[src/rtl/ppfs_pkg.sv]
`default_nettype none

package ppfs_pkg;

   // store geometry
   localparam int STORE_BYTES = 8192;
   localparam int MAX_WIDTH   = 128;
   localparam int MAX_HEIGHT  = 128;
   localparam int ADDR_W      = $clog2(STORE_BYTES);
   localparam int LOC_W       = 16;

   // command queue between front and back
   localparam int QUEUE_DEPTH = 2;
   localparam int QUEUE_PTR_W = $clog2(QUEUE_DEPTH);
   localparam int QUEUE_CNT_W = $clog2(QUEUE_DEPTH + 1);

   // request codes on the input channel
   localparam logic [1:0] REQ_WRITE = 2'd0;
   localparam logic [1:0] REQ_READ  = 2'd1;
   localparam logic [1:0] REQ_FILL  = 2'd2;

   // configuration register indexes
   localparam logic [1:0] CSR_PIXEL_FORMAT = 2'd0;
   localparam logic [1:0] CSR_FRAME_WIDTH  = 2'd1;
   localparam logic [1:0] CSR_FRAME_HEIGHT = 2'd2;

   // pixel layouts
   localparam logic FMT_MONO = 1'b0;

   // work the back end carries out
   typedef enum logic [1:0] {
      OP_NONE  = 2'd0,
      OP_WRITE = 2'd1,
      OP_READ  = 2'd2,
      OP_FILL  = 2'd3
   } ppfs_op_type;

   typedef struct packed {
      ppfs_op_type       op;
      logic [ADDR_W-1:0] addr;
      logic              mono;
      logic [2:0]        lane;
      logic [3:0]        nib;
      logic              set;
   } ppfs_cmd_type;

endpackage

`default_nettype wire

[src/rtl/ppfs_queue.sv]
`default_nettype none

module ppfs_queue (
   input  wire                    clock,
   input  wire                    reset,
   input  wire                    push_valid,
   input  ppfs_pkg::ppfs_cmd_type push_cmd,
   output logic                   push_ready,
   input  wire                    pop,
   output logic                   q_valid,
   output ppfs_pkg::ppfs_cmd_type q_cmd
);
   import ppfs_pkg::*;

   ppfs_cmd_type           slots_ff [QUEUE_DEPTH];
   logic [QUEUE_PTR_W-1:0] wr_ptr_ff, wr_ptr_in;
   logic [QUEUE_PTR_W-1:0] rd_ptr_ff, rd_ptr_in;
   logic [QUEUE_CNT_W-1:0] count_ff, count_in;
   logic                   do_push, do_pop;

   assign push_ready = (count_ff != QUEUE_CNT_W'(QUEUE_DEPTH));
   assign q_valid    = (count_ff != '0);
   assign q_cmd      = slots_ff[rd_ptr_ff];
   assign do_push    = push_valid && push_ready;
   assign do_pop     = pop && q_valid;

   // pointer and fill level update
   always_comb begin
      wr_ptr_in = wr_ptr_ff;
      rd_ptr_in = rd_ptr_ff;
      count_in  = count_ff;
      if (do_push) begin
         wr_ptr_in = (wr_ptr_ff == QUEUE_PTR_W'(QUEUE_DEPTH - 1)) ? '0 : wr_ptr_ff + 1'b1;
      end
      if (do_pop) begin
         rd_ptr_in = (rd_ptr_ff == QUEUE_PTR_W'(QUEUE_DEPTH - 1)) ? '0 : rd_ptr_ff + 1'b1;
      end
      if (do_push && !do_pop) begin
         count_in = count_ff + 1'b1;
      end else if (do_pop && !do_push) begin
         count_in = count_ff - 1'b1;
      end
   end

   always_ff @(posedge clock) begin
      if (reset) begin
         wr_ptr_ff <= '0;
         rd_ptr_ff <= '0;
         count_ff  <= '0;
      end else begin
         wr_ptr_ff <= wr_ptr_in;
         rd_ptr_ff <= rd_ptr_in;
         count_ff  <= count_in;
      end
   end

   // entry storage
   always_ff @(posedge clock) begin
      if (do_push) begin
         slots_ff[wr_ptr_ff] <= push_cmd;
      end
   end

endmodule

`default_nettype wire

[config.mk]
export PLATFORM = sky130hd
export DESIGN_NAME = ppfs_queue
export DESIGN_NICKNAME = d
export VERILOG_FILES = /design/src/rtl/ppfs_pkg.sv /design/src/rtl/ppfs_queue.sv
export SDC_FILE = /design/constraint.sdc
export NUM_CORES = 1
export LEC_CHECK = 0
export BUFFER_PORTS_ARGS = -buffer_cell sky130_fd_sc_hd__buf_2
export CORE_MARGIN = 1
export CORE_UTILIZATION = 40
export CTS_CLUSTER_DIAMETER = 60
export DETAILED_ROUTE_END_ITERATION = 12
export GPL_TIMING_DRIVEN = 0
export HOLD_SLACK_MARGIN = 0.05
export PLACE_DENSITY = 0.71
export SLEW_MARGIN = 20
export SYNTH_ARGS = -nofsm -noshare
export SYNTH_HDL_FRONTEND = slang
export SYNTH_SLANG_ARGS = --single-unit
[constraint.sdc]
create_clock -name clock -period 2.1 [get_ports clock]
set_clock_uncertainty 0.05 [all_clocks]
set_input_delay 0.42 -clock clock [delete_from_list [all_inputs] [get_ports clock]]
set_output_delay 0.42 -clock clock [all_outputs]
set_load 0.02 [all_outputs]
==> Yosys cells after proc, flatten, opt, wreduce, memory -nomap -nowiden <==
Memory sizes are Yosys's and may differ from the RTL's. A register that Yosys moved wholly into a read port is not among the register bits.
Cells that the tools add are included.
{ "totals": {"word_cells": 25, "inputBits": 28, "n_memories": 1, "out_inout_bits": 26, "ram_bits": 48, "register_bits": 4} }
{ "memory_table": {"columns": ["memory", "words", "width", "read_ports", "rd_clocked_by_memory_dff", "wr", "line_no", "source"], "rows": [
  ["slots_ff", 2, 24, 1, 1, 1, "ppfs_queue.sv:15", "ppfs_cmd_type slots_ff [QUEUE_DEPTH];"]
]} }
{ "op_classes": {"reduce_logical": 8, "n_mux": 8, "eq_ne": 1, "addsub": 4} }
{ "ops": {"columns": ["operator", "n"], "rows": [
  ["2-to-1 mux 1 bit", 6],
  ["logical AND 1 bit", 4],
  ["2-to-1 mux 2 bit", 2],
  ["nonzero test 2 bit", 2],
  ["adder 1 bit, second input constant", 2],
  ["adder 2 x 1 -> 2 bit, second input constant", 1],
  ["logical NOT 1 bit", 2],
  ["!= test 2 bit, second input constant", 1],
  ["subtractor 2 x 1 -> 2 bit, second input constant", 1]
]} }

==> Depth between registers and ports, before layout <==
{ "depth": {"word_depth": 6, "ltp_mapped": 6, "depth_no_buf": 6} }

==> Worst setup path after synthesis <==
OpenSTA, ideal clock, no wires.
{ "synth_timing": {"kind": "reg2reg", "start": "reg count_ff[0]", "end": "mem slots_ff[1][0] (netlist bit), enable pin", "path_buffers": 0, "slack_ps": 286, "arrival_ps": 1381, "path_stages_with_launch": 3, "required_ps": 1667, "synth_period_minus_slack_ps": 1814, "setup_time_ps": 383, "cell_sequence": "dfxtp_1 > nand2b_1 > and3_1"} }
{ "synth_between": {"elab_chain_cells": 4} }
{ "synth_rtl": {"columns": ["item", "line_no", "source"], "rows": [
  ["start: declaration", "ppfs_queue.sv:18", "logic [QUEUE_CNT_W-1:0] count_ff, count_in;"],
  ["start signal: assignment", "ppfs_queue.sv:53", "count_ff <= count_in;"],
  ["!= test 2 bit", "ppfs_queue.sv:21", "assign push_ready = (count_ff != QUEUE_CNT_W'(QUEUE_DEPTH));"],
  ["net push_ready", "ppfs_queue.sv:8", "output logic push_ready,"],
  ["logical AND 1 bit", "ppfs_queue.sv:24", "assign do_push = push_valid && push_ready;"],
  ["2-to-1 mux 1 bit", "ppfs_queue.sv:59", "if (do_push) begin"],
  ["2-to-1 mux 1 bit (implied by the code)", "ppfs_queue.sv:60", "slots_ff[wr_ptr_ff] <= push_cmd;"],
  ["end: declaration", "ppfs_queue.sv:15", null]
]} }
The timed path passes the listed nets, and every way through them passes these cells.

==> impl_metrics.csv <==
group,metric,value,unit
worst_setup_path,cp-end-kind,"primary output",
worst_setup_path,r2r_end,"slots_ff[0][3]",
clock_tree,cts_buffer_depth,2,
yosys,yosys.area.top_type,"edfxtp_1",
final_layout,drive_gt1_frac,0.563,
yosys,syn-cell-area,0.00195,mm²
global_routing,grt_overflow,0,
sta,worst_pin_slew,969,ps
yosys,syn_nets,128,
flow_run,cap_viol_max_count,0,
run_status,status,"complete, no violations",
final_layout,fill_cells,402,
sta,fin_crit,2000,ps
final_layout,n_antenna_cell,0,
worst_setup_path,crit_path_max_fanout,10,
pwr,comb_power_share,0.297,
clock_tree,cts_tree,"yes",
worst_setup_path,start_kind,"flop",
clock_tree,root_buffer,"clkbuf_8",
hold_path,hold_path_class,"in -> reg",
sta,setup_violations,0,
worst_setup_path,cp_data_required_time,1630,ps
global_routing,grt.met2_usage,0.217,
worst_setup_path,worst-r2r-setup-slack,210,ps
global_routing,use_met1,0.141,
yosys,yosys-top-cells-count,"edfxtp_1, mux2_2, dfxtp_1",
clock_tree,clk_latency,290,ps
detailed_routing,vias,1029,
global_routing,grt_pass1_vias,1068,
detailed_routing,dr.pass1.iters,4,
final_layout,multi_input_area,390,µm²
worst_setup_path,cp.arrival,1530,ps
sta,period_share,0.951,
pwr,p_leak,0.912,nW
yosys,synth_top_area_frac,0.739,
pwr,pwr-share-clk,0.229,
detailed_routing,wl_per_cell,14.3,µm
global_routing,top_usage_layer,"met2",
pwr,swShare,0.297,
yosys,synthArstFlopShare,0,
pwr,pwr-share-seq,0.474,
sta,rsz0062_at_grt,"false",
place,port-buffer-count,53,
worst_setup_path,reg2reg_depth,3,
sta,max_freq,0.501,GHz
detailed_routing,drc,0,
floorplanning,core,0.00469,mm²
place,hpwl,2050,µm
sta,totalNegativeSetupSlack,0,ps
global_routing,grt_use_met3,0.0464,
yosys,synth-edff-count,48,
yosys,netlist_instances,99,
detailed_routing,avgViaCountPerCell,4.81,
clock_tree,clkSinkCount,53,
hold_path,min_path_cells,1,
floorplanning,die_area,0.00516,mm²
sta,max-slew-margin-rel,0.353,
yosys,avgSynthCellArea,19.7,µm²
final_layout,syn_to_final_growth,23.0,%
global_routing,grt_usage,0.127,
yosys,synthTopCellsByArea,"edfxtp_1, mux2_2, dfxtp_1",
final_layout,fin_nets,188,
worst_setup_path,critPathKind,"reg -> out",
floorplanning,initial_core_util,0.415,
worst_setup_path,r2r_start,"count_ff[0]",
global_routing,antenna_found_initial,0,
pwr,power.switching,860,µW
yosys,yosysWarnings,0,
yosys,synth_most_common_cell,"edfxtp_1",
sta,hold_viol,0,
clock_tree,cts_buffers,5,
clock_tree,h-tree-depth,2,
place,dp_slack,50.1,ps
hold_path,hold_end,"slots_ff[0][15]",
final_layout,final_util,0.511,
floorplanning,io-pin-count,54,
hold_path,hold_start,"push_cmd[15]",
global_routing,grt_max_degree,25,
detailed_routing,drtIter0Drc,56,
yosys,ys_seq_area_frac,0.791,
yosys,synthFlopType,"edfxtp_1",
place,gp_congestion,0.721,
global_routing,grt_pass1_wl,4730,µm
sta,maxSlewViolCount,0,
pwr,power_density,1210,mW/mm²
yosys,ys_types,17,
floorplanning,die_y,71.8,µm
detailed_routing,drt-total-wl,3070,µm
yosys,synth-seq-cells,53,
clock_tree,clk_pin_slew,90,ps
floorplanning,die_x,71.8,µm
pwr,ir_drop,0.505,mV
detailed_routing,ant_nets,0,
sta,fin_ws,102,ps
pwr,p_int,2.03,mW
final_layout,ff_latch_area,0.00154,mm²
floorplanning,rows,25,
[power groups by stage]
stage,combinational (mW),clock (mW),sequential (mW)
floorplan,0.619,0,1.38
global placement,0.845,0,1.39
detailed placement,0.865,0,1.40
CTS,0.869,0.680,1.37
global route,0.934,0.719,1.39
finish,0.861,0.662,1.37
[metal layers]
layer  share of wire  routed length [µm]
met5               0                   0
met4           0.014                  42
met3           0.065                 199
met2            0.51                1570
met1            0.41                1250
[registers in the layout, summed over array words and instances, names as in the netlist, named ones only]
name / cells
wr_ptr_ff: 1
count_ff: 2
slots_ff: 48
rd_ptr_ff: 1
[cells by family after synthesis]
kind of cell	after synthesis	synth area share
buffers and inverters	4	0.00962
adders and majority gates	1	0.00642
muxes	24	0.139
and+or+nand+nor	9	0.0257
DFF	53	0.791
AOI/OAI and AO/OA	5	0.0154
xor gates and xnor gates	3	0.0135
[critical path, cell delays in order (launching register included)]
cell and delay [ps]:
dfxtp_1 310, buf_2 160, clkbuf_4 250, mux2_2 360, buf_2 160
[worst max path at each step]
stage	end	slack (ps)	cells after the start
6_report	q_cmd[11]	100	4
5_1_grt	q_cmd[11]	30	4
4_1_cts	q_cmd[11]	20	4
3_5_place_dp	slots_ff[1][5]	50	2
3_3_place_gp	slots_ff[1][1]	150	2
2_1_floorplan	slots_ff[1][0]	290	2
[stage by stage]
stage / hold WS (ps) / cell area (µm²) / std cells / power, mW
final: 253 / 2400 / 214 / 2.89
after global routing: 230 / 2400 / 214 / 3.04
after CTS: 242 / 2390 / 214 / 2.92
after detailed placement: 449 / 2280 / 206 / 2.26
after global placement: 435 / 2280 / 206 / 2.23
after floorplan: 421 / 1950 / 99 / 2.00
[cell type report]
cell class,instances,area share
plain buffers,3,0.00835
multi-input cells,42,0.163
flip-flops and latches,53,0.643
repair buffers,53,0.111
inverters,1,0.00156
clock buffers,5,0.0287
well taps,54,0.0282
clock inverters,3,0.0172
[cells in the final DEF, fill, tap and decap left out]
cell type / instances
clkbuf_4: 2
a21oi_1: 2
edfxtp_1: 48
and2_1: 1
mux2_2: 24
and3_2: 1
bufinv_16: 1
or3_1: 1
dfxtp_1: 5
clkinvlp_4: 1
o21ai_0: 2
buf_2: 54
inv_1: 1
clkbuf_8: 5
nand3b_1: 1
clkinv_1: 1
a21bo_2: 1
nand2b_1: 1
ha_1: 1
or2_2: 1
xor2_1: 3
nor2_1: 3
[what timing repair did]
item | in CTS | in global routing
resized for setup | 0 | 2
endpoints found under the setup margin | 0 | 10
buffers inserted | 0 | 0
hold buffers | 0 | 0
(Power assumes the default switching activity.)
