### src/rtl/ppfs_pkg.sv
`default_nettype none

package ppfs_pkg;

   // store geometry
   localparam int STORE_BYTES = 8192;
   localparam int MAX_WIDTH   = 128;
   localparam int MAX_HEIGHT  = 128;
   localparam int ADDR_W      = $clog2(STORE_BYTES);
   localparam int LOC_W       = 16;

   // command queue between front and back
   localparam int QUEUE_DEPTH = 2;
   localparam int QUEUE_PTR_W = $clog2(QUEUE_DEPTH);
   localparam int QUEUE_CNT_W = $clog2(QUEUE_DEPTH + 1);

   // request codes on the input channel
   localparam logic [1:0] REQ_WRITE = 2'd0;
   localparam logic [1:0] REQ_READ  = 2'd1;
   localparam logic [1:0] REQ_FILL  = 2'd2;

   // configuration register indexes
   localparam logic [1:0] CSR_PIXEL_FORMAT = 2'd0;
   localparam logic [1:0] CSR_FRAME_WIDTH  = 2'd1;
   localparam logic [1:0] CSR_FRAME_HEIGHT = 2'd2;

   // pixel layouts
   localparam logic FMT_MONO = 1'b0;

   // work the back end carries out
   typedef enum logic [1:0] {
      OP_NONE  = 2'd0,
      OP_WRITE = 2'd1,
      OP_READ  = 2'd2,
      OP_FILL  = 2'd3
   } ppfs_op_type;

   typedef struct packed {
      ppfs_op_type       op;
      logic [ADDR_W-1:0] addr;
      logic              mono;
      logic [2:0]        lane;
      logic [3:0]        nib;
      logic              set;
   } ppfs_cmd_type;

endpackage

`default_nettype wire

### src/rtl/ppfs_front.sv
`default_nettype none

module ppfs_front (
   input  wire                  clock,
   input  wire                  reset,
   input  wire                  csr_we,
   input  wire  [1:0]           csr_index,
   input  wire  [7:0]           csr_wdata,
   input  wire                  req_tvalid,
   output logic                 req_tready,
   input  wire  [31:0]          req_tdata,
   input  wire  [1:0]           req_tuser,
   input  wire                  push_ready,
   output logic                 push_valid,
   output ppfs_pkg::ppfs_cmd_type push_cmd
);
   import ppfs_pkg::*;

   logic       fmt_ff, fmt_in;
   logic [7:0] width_ff, width_in;
   logic [7:0] height_ff, height_in;

   logic [7:0]       pos_x, pos_y;
   logic [15:0]      color;
   logic [7:0]       w_eff, h_eff;
   logic [7:0]       mul_a, mul_b, offs;
   logic [LOC_W-1:0] prod, loc;
   logic             mono, on_screen, in_store, hit;

   // configuration registers
   always_comb begin
      fmt_in    = fmt_ff;
      width_in  = width_ff;
      height_in = height_ff;
      if (csr_we) begin
         unique case (csr_index)
            CSR_PIXEL_FORMAT: fmt_in    = csr_wdata[0];
            CSR_FRAME_WIDTH:  width_in  = csr_wdata;
            CSR_FRAME_HEIGHT: height_in = csr_wdata;
            default:          fmt_in    = fmt_ff;
         endcase
      end
   end

   always_ff @(posedge clock) begin
      if (reset) begin
         fmt_ff    <= FMT_MONO;
         width_ff  <= 8'd128;
         height_ff <= 8'd64;
      end else begin
         fmt_ff    <= fmt_in;
         width_ff  <= width_in;
         height_ff <= height_in;
      end
   end

   // unpack request
   assign pos_x = req_tdata[7:0];
   assign pos_y = req_tdata[15:8];
   assign color = req_tdata[31:16];
   assign mono  = (fmt_ff == FMT_MONO);

   // geometry in effect and visibility
   assign w_eff     = (width_ff > 8'(MAX_WIDTH)) ? 8'(MAX_WIDTH) : width_ff;
   assign h_eff     = (height_ff > 8'(MAX_HEIGHT)) ? 8'(MAX_HEIGHT) : height_ff;
   assign on_screen = (pos_x < w_eff) && (pos_y < h_eff);

   // byte address: page * width + x in mono, row * (width / 2) + x / 2 in grey
   assign mul_a    = mono ? {3'b000, pos_y[7:3]} : pos_y;
   assign mul_b    = mono ? w_eff : {1'b0, w_eff[7:1]};
   assign offs     = mono ? pos_x : {1'b0, pos_x[7:1]};
   assign prod     = {8'd0, mul_a} * {8'd0, mul_b};
   assign loc      = prod + {8'd0, offs};
   assign in_store = ({1'b0, loc} < (LOC_W + 1)'(STORE_BYTES));
   assign hit      = on_screen && in_store;

   // classify into back-end work
   always_comb begin
      push_cmd.addr = loc[ADDR_W-1:0];
      push_cmd.mono = mono;
      push_cmd.lane = mono ? pos_y[2:0] : {2'b00, pos_x[0]};
      push_cmd.nib  = color[3:0];
      push_cmd.set  = |color;
      priority if (req_tuser == REQ_FILL)           push_cmd.op = OP_FILL;
      else if (req_tuser == REQ_WRITE && hit)      push_cmd.op = OP_WRITE;
      else if (req_tuser == REQ_READ && hit)       push_cmd.op = OP_READ;
      else                                          push_cmd.op = OP_NONE;
   end

   assign req_tready = push_ready;
   assign push_valid = req_tvalid && push_ready;

endmodule

`default_nettype wire

### config.mk
export PLATFORM = sky130hd
export DESIGN_NAME = ppfs_front
export DESIGN_NICKNAME = d
export VERILOG_FILES = /design/src/rtl/ppfs_pkg.sv /design/src/rtl/ppfs_front.sv
export SDC_FILE = /design/constraint.sdc
export NUM_CORES = 1
export LEC_CHECK = 0
export BUFFER_PORTS_ARGS = -buffer_cell sky130_fd_sc_hd__buf_2
export CORE_MARGIN = 3
export CORE_UTILIZATION = 60
export CTS_CLUSTER_DIAMETER = 120
export DETAILED_ROUTE_END_ITERATION = 8
export GPL_ROUTABILITY_DRIVEN = 0
export PLACE_DENSITY = 0.86
export SLEW_MARGIN = 20
export SYNTH_ARGS = -nofsm -noshare
export SYNTH_HDL_FRONTEND = slang
export SYNTH_SLANG_ARGS = --single-unit
export TNS_END_PERCENT = 30
### constraint.sdc
create_clock -name clock -period 19.5 [get_ports clock]
set_input_delay 3.9 -clock clock [delete_from_list [all_inputs] [get_ports clock]]
set_output_delay 3.9 -clock clock [all_outputs]
set_load 0.05 [all_outputs]
* Word level (Yosys, flattened, before mapping) *
Cells that the tools add are included.

cells by class
  $add $sub $neg = 1
  multipliers = 1
  $lt $le $gt $ge = 5
  equal/unequal tests = 4
  multiplexer cells = 9
  bitwise operators = 1
  reduce and logical (&&, ||, !) cells = 11

operator list
  cell                                                                    number
  8-bit two-way mux                                                       5
  16-bit by 8-bit adder with 16-bit output                                1
  8-bit greater-than comparator, second input constant                    2
  16-bit by 14-bit < comparator with 1-bit output, second input constant  1
  8-bit < comparator                                                      2
  8-bit by 8-bit multiplier with 16-bit output                            1
  16-bit OR reduction                                                     1
  2-bit two-way mux                                                       3
  2-bit AND reduction                                                     3
  1-bit logical AND                                                       5
  2-bit by 1-bit equality test with 1-bit output, second input constant   2
  2-bit equality test, second input constant                              2
  2-bit logical NOT                                                       2
  3-bit two-way mux                                                       1
  1-bit NOT                                                               1

storage, ports and cells
  input bits = 49
  output and inout port bits = 26
  logic and storage cells = 35
  flip-flop bits (word level) = 17

* Depth between registers and ports, before layout *
  depth after elaboration = 11
  gate-level depth with buffers = 21
  depth with buffers taken out = 20

* Least setup slack after synthesis *
No wires, ideal clock.

  path kind = input port to output port
  from = in req_tdata[11]
  to = out push_cmd[22] (netlist name)
  data required time = 15.600 ns
  buffers on the path = 1
  data arrival time = 9.368 ns
  stages on the path = 16
  slack = 6.232 ns
  cells stage by stage = mux2i_1 > nor2_1 > fa_1 > fa_1 > fa_1 > inv_1 > fa_1 > inv_1 > ha_1 > clkbuf_1 > o21a_1 > o2111ai_1 > a21oi_1 > mux2i_1 > o31ai_1 > o41ai_1

RTL lines
  element          line              RTL
  start, declared  ppfs_front.sv:11  input wire [31:0] req_tdata,
  end, declared    ppfs_front.sv:15  output ppfs_pkg::ppfs_cmd_type push_cmd

==> results.md <==
Floorplan:
- The initial cell density of the core is 0.6244.
- The count of boundary I/O pins is 75.
- The area enclosed by the die boundary is 7178 µm².
- The core box area is 5956 µm².
- The horizontal extent of the die is 84.73 µm.
- The height of the die is 84.73 µm.
- After floorplanning, the core was divided into 28 placement rows.

Layout:
- The top cell types in the final layout, fill and taps aside, are inv_1 (78), buf_2 (74), nor2_1 (64).
- Of the cells placed in the final design, the portion with a size suffix greater than 1 is 0.1744.
- The repair_antennas step left the layout with diodes totalling 0.
- The final design utilization is 0.6952.
- The number of nets in the layout is 660.
- The leading cell type in the layout, fill and taps excluded is inv_1.
- The summed area of non-filler cells in the final layout is 4140 µm².
- The area overhead of the layout relative to synthesis is 11.34%.

Yosys:
- The number of synthesized flops with an enable pin is 0.
- During synthesis, Yosys emitted a total of 0 warnings.
- The sequential element share of the synthesized area is 0.09152.
- The predominant post-synthesis flop cell is dfxtp_1.
- The share of Yosys cell area claimed by the top area cell type is 0.2369.
- The number of flip-flops and latches in the synthesized netlist is 17.
- Of all flip-flops after synthesis, the portion carrying an async set or reset was 0.
- By area the synthesized netlist is led by fa_1 (24%), ha_1 (17%), dfxtp_1 (9.2%), inv_1 (7.9%), mux2i_1 (7.0%).
- Summed over all instances, the cell type with the most area after synthesis is fa_1.
- The number of library cell types mapped by synthesis is 53.
- Synthesis produced 455 cells.
- Summing every instance area after synthesis gives 3719 µm².
- The post-synthesis area per instance is 8.173 µm².

Timing:
- The count of endpoints failing hold in the final timing report is 0.
- In this run the tightest slew margin relative to its limit is 0.5046.
- Setup repair after global routing left no endpoint under its margin.
- Derived from the worst setup path, the maximum achievable clock frequency is 0.07921 GHz.
- The transition at the pin with the smallest max-transition slack is 0.7224 ns.
- Setup violations remaining at the end of the flow were counted as 0.
- Adding up every negative setup slack in the final design gives 0 ns.
- For the final database, setup skew stands at 0 ns.
- The smallest clock period supported by the final layout is computed as 12.62 ns.
- Of the available clock period, the critical path in the final layout requires 0.6474.
- The smallest hold slack is 0.4921 ns.
- The number of pins with negative max-slew slack in the final report is 0.

Detailed routing:
- The first detailed-routing pass took 5 iterations.
- The detailed router finished its first iteration with 250 violations.
- The count of nets left with antenna violations once routing finished came out at 0.
- For this block, the via count after detailed routing is 3351.
- In the final routed layout, each cell accounts on average for 14.06 µm.
- Summed over all layers, the routed wires come to 8.312 mm.
- Using the TritonRoute via totals, the vias-per-cell ratio works out to 5.670.
- The count of unresolved DRC violations after routing is 0.

GRT:
- The global-route wire length before repair is 14.20 mm.
- The number of global-route vias before repair is 3146.
- The number of antenna violations at the first check in global routing is 0.
- The remaining global-route overflow is 0.
- The total track usage is 0.2355.
- The maximum number of pins on one net before global-route repair is 39.

Worst setup path:
- Data arrives at the worst endpoint at 8.72 ns.
- Of all nets on the critical path, the largest fanout is 8.
- The worst setup path is launched from an input pin.
- The critical register-to-register path startpoint is width_ff[7].
- The worst register-to-register path has a depth of 4.
- The most critical setup path has its endpoint at push_cmd[23].
- The worst setup path category is in2out.
- At the worst endpoint, the required time is 15.60 ns.
- Tracing the worst setup path back leads to its startpoint at req_tdata[14].
- The endpoint class of the critical path is an output port.
- In this run the register-to-register setup slack is 18.25 ns.
- The endpoint identified for the worst register-to-register timing path is width_ff[7].

CTS:
- The number of H-tree branching levels is 1.
- Buffers added to address setup during post-CTS repair amount to 0.
- The number of buffers added by the clock tree synthesis step is 3.
- CTS saw 17 sinks.
- The CTS tree is yes.
- The clock passes through at most 2 buffers.
- The clock latency on the worst-skew pair is 0.25 ns.
- After clock tree synthesis, the repair step resized 0 gates.
- The clock root buffer is clkbuf_8.
- In this run, post-CTS hold repair placed 0 buffers.
- The clock input transition at the sequential cells of the worst setup and hold paths is 0.07 ns.

Outcome:
- The flow ran to the end, and the final reports show no timing, DRC or antenna violations.

Placement:
- Once placement finished, the instance area stood at 4091 µm².
- The total of buffers placed on input and output ports is 74.
- The HPWL after detailed placement is 7.099 mm.

Worst hold path:
- The tightest min-delay check is of the reg2reg type.

Flow run:
- The number of max-capacitance violations reported is 0.

Power:
- The worst ir drop on vdd is 0.00004908 V.
- The power density over cell area is 32.84 nW/µm².
- In this run the static leakage power is 2.182 nW.
[stage by stage]
stage               total power [mW]  std cells  setup WS (ns)
floorplan                    0.09191        456          6.232
global placement              0.1075        587          6.991
detailed placement            0.1096        587          6.883
CTS                           0.1367        591          6.880
global route                  0.1458        591          6.439
finish                        0.1360        591          6.875
[worst max-delay path, cell delays in order]
cell	delay (ns)
buf_2	0.16
mux2i_1	0.44
nor2_1	0.14
fa_1	0.51
fa_1	0.52
fa_1	0.54
inv_1	0.05
fa_1	0.52
inv_1	0.04
ha_1	0.26
a21o_1	0.21
a221oi_2	0.28
nor2_1	0.09
a2111oi_2	0.29
o211ai_1	0.18
o41ai_2	0.29
buf_2	0.31
[worst min path at each step]
stage                   end  cells after the start  slack (ns)    startpoint
2_1_floorplan  height_ff[6]                      1        0.44  height_ff[6]
3_3_place_gp   height_ff[6]                      1        0.47  height_ff[6]
3_5_place_dp   height_ff[6]                      1        0.48  height_ff[6]
4_1_cts        height_ff[6]                      1        0.50  height_ff[6]
5_1_grt        height_ff[6]                      1        0.51  height_ff[6]
6_report       height_ff[6]                      1        0.49  height_ff[6]
[cells in the mapped netlist (2+ instances only)]
| cell type | instances |
|---|---|
| o21a_1 | 4 |
| fa_1 | 44 |
| nand2b_1 | 7 |
| buf_4 | 6 |
| xor2_1 | 3 |
| o21ai_0 | 5 |
| a31oi_1 | 2 |
| and3_1 | 5 |
| nor4_1 | 4 |
| clkbuf_1 | 9 |
| buf_1 | 2 |
| a31o_1 | 2 |
| mux2i_1 | 26 |
| or3_1 | 4 |
| nor3b_1 | 2 |
| ha_1 | 50 |
| inv_1 | 78 |
| nand4_1 | 7 |
| or2_1 | 2 |
| nand3b_1 | 2 |
| nor2b_1 | 7 |
| a21o_1 | 6 |
| a21oi_1 | 16 |
| nor2_1 | 64 |
| o211ai_1 | 2 |
| nor4b_1 | 2 |
| dfxtp_1 | 17 |
| o21ai_1 | 3 |
| a211oi_1 | 3 |
| xnor2_1 | 5 |
| nand2_1 | 26 |
| conb_1 | 2 |
| a211o_1 | 2 |
| mux2_2 | 3 |
| nand3_1 | 12 |
| nor3_1 | 3 |
| or2_2 | 2 |
[layer usage]
layer  part of all wire  vias to the layer above  routed length, µm  track usage
met4              0.013                        0                105      0.04892
li1                   -                     1615                  -            -
met5                  0                        -                  0            0
met3              0.075                        8                622      0.03238
met1               0.40                     1584               3330       0.3162
met2               0.51                      144               4254       0.4064
[cell type report]
class	count	area, µm²
Clock buffer	3	41.29
Clock inverter	1	7.507
Fill cell	489	1815
Inverter	79	296.5
Multi-Input combinational cell	341	2983
Sequential cell	17	340.3
Tap cell	75	93.84
Timing Repair Buffer	75	377.9
[cells by family after synthesis]
| group | Yosys count | synth area share |
|---|---|---|
| adders and majority gates | 94 | 0.4051 |
| AOI/OAI and AO/OA | 54 | 0.1006 |
| and+or+nand+nor | 153 | 0.1955 |
| DFF | 17 | 0.09152 |
| muxes | 29 | 0.07907 |
| other | 2 | 0.002020 |
| xor gates and xnor gates | 8 | 0.01884 |
| buffers and inverters | 98 | 0.1073 |
[power breakdown]
group          switching [mW]  internal (mW)  total, mW  leakage [nW]
Combinational          0.0476         0.0244     0.0719          2.02
Sequential            0.00101         0.0359     0.0370         0.138
Clock                  0.0127         0.0144     0.0271        0.0217
[registers in the layout, indices dropped and copies added (netlist names)]
name	cells
width_ff	8
height_ff	8
fmt_ff	1
(Power assumes the default switching activity.)
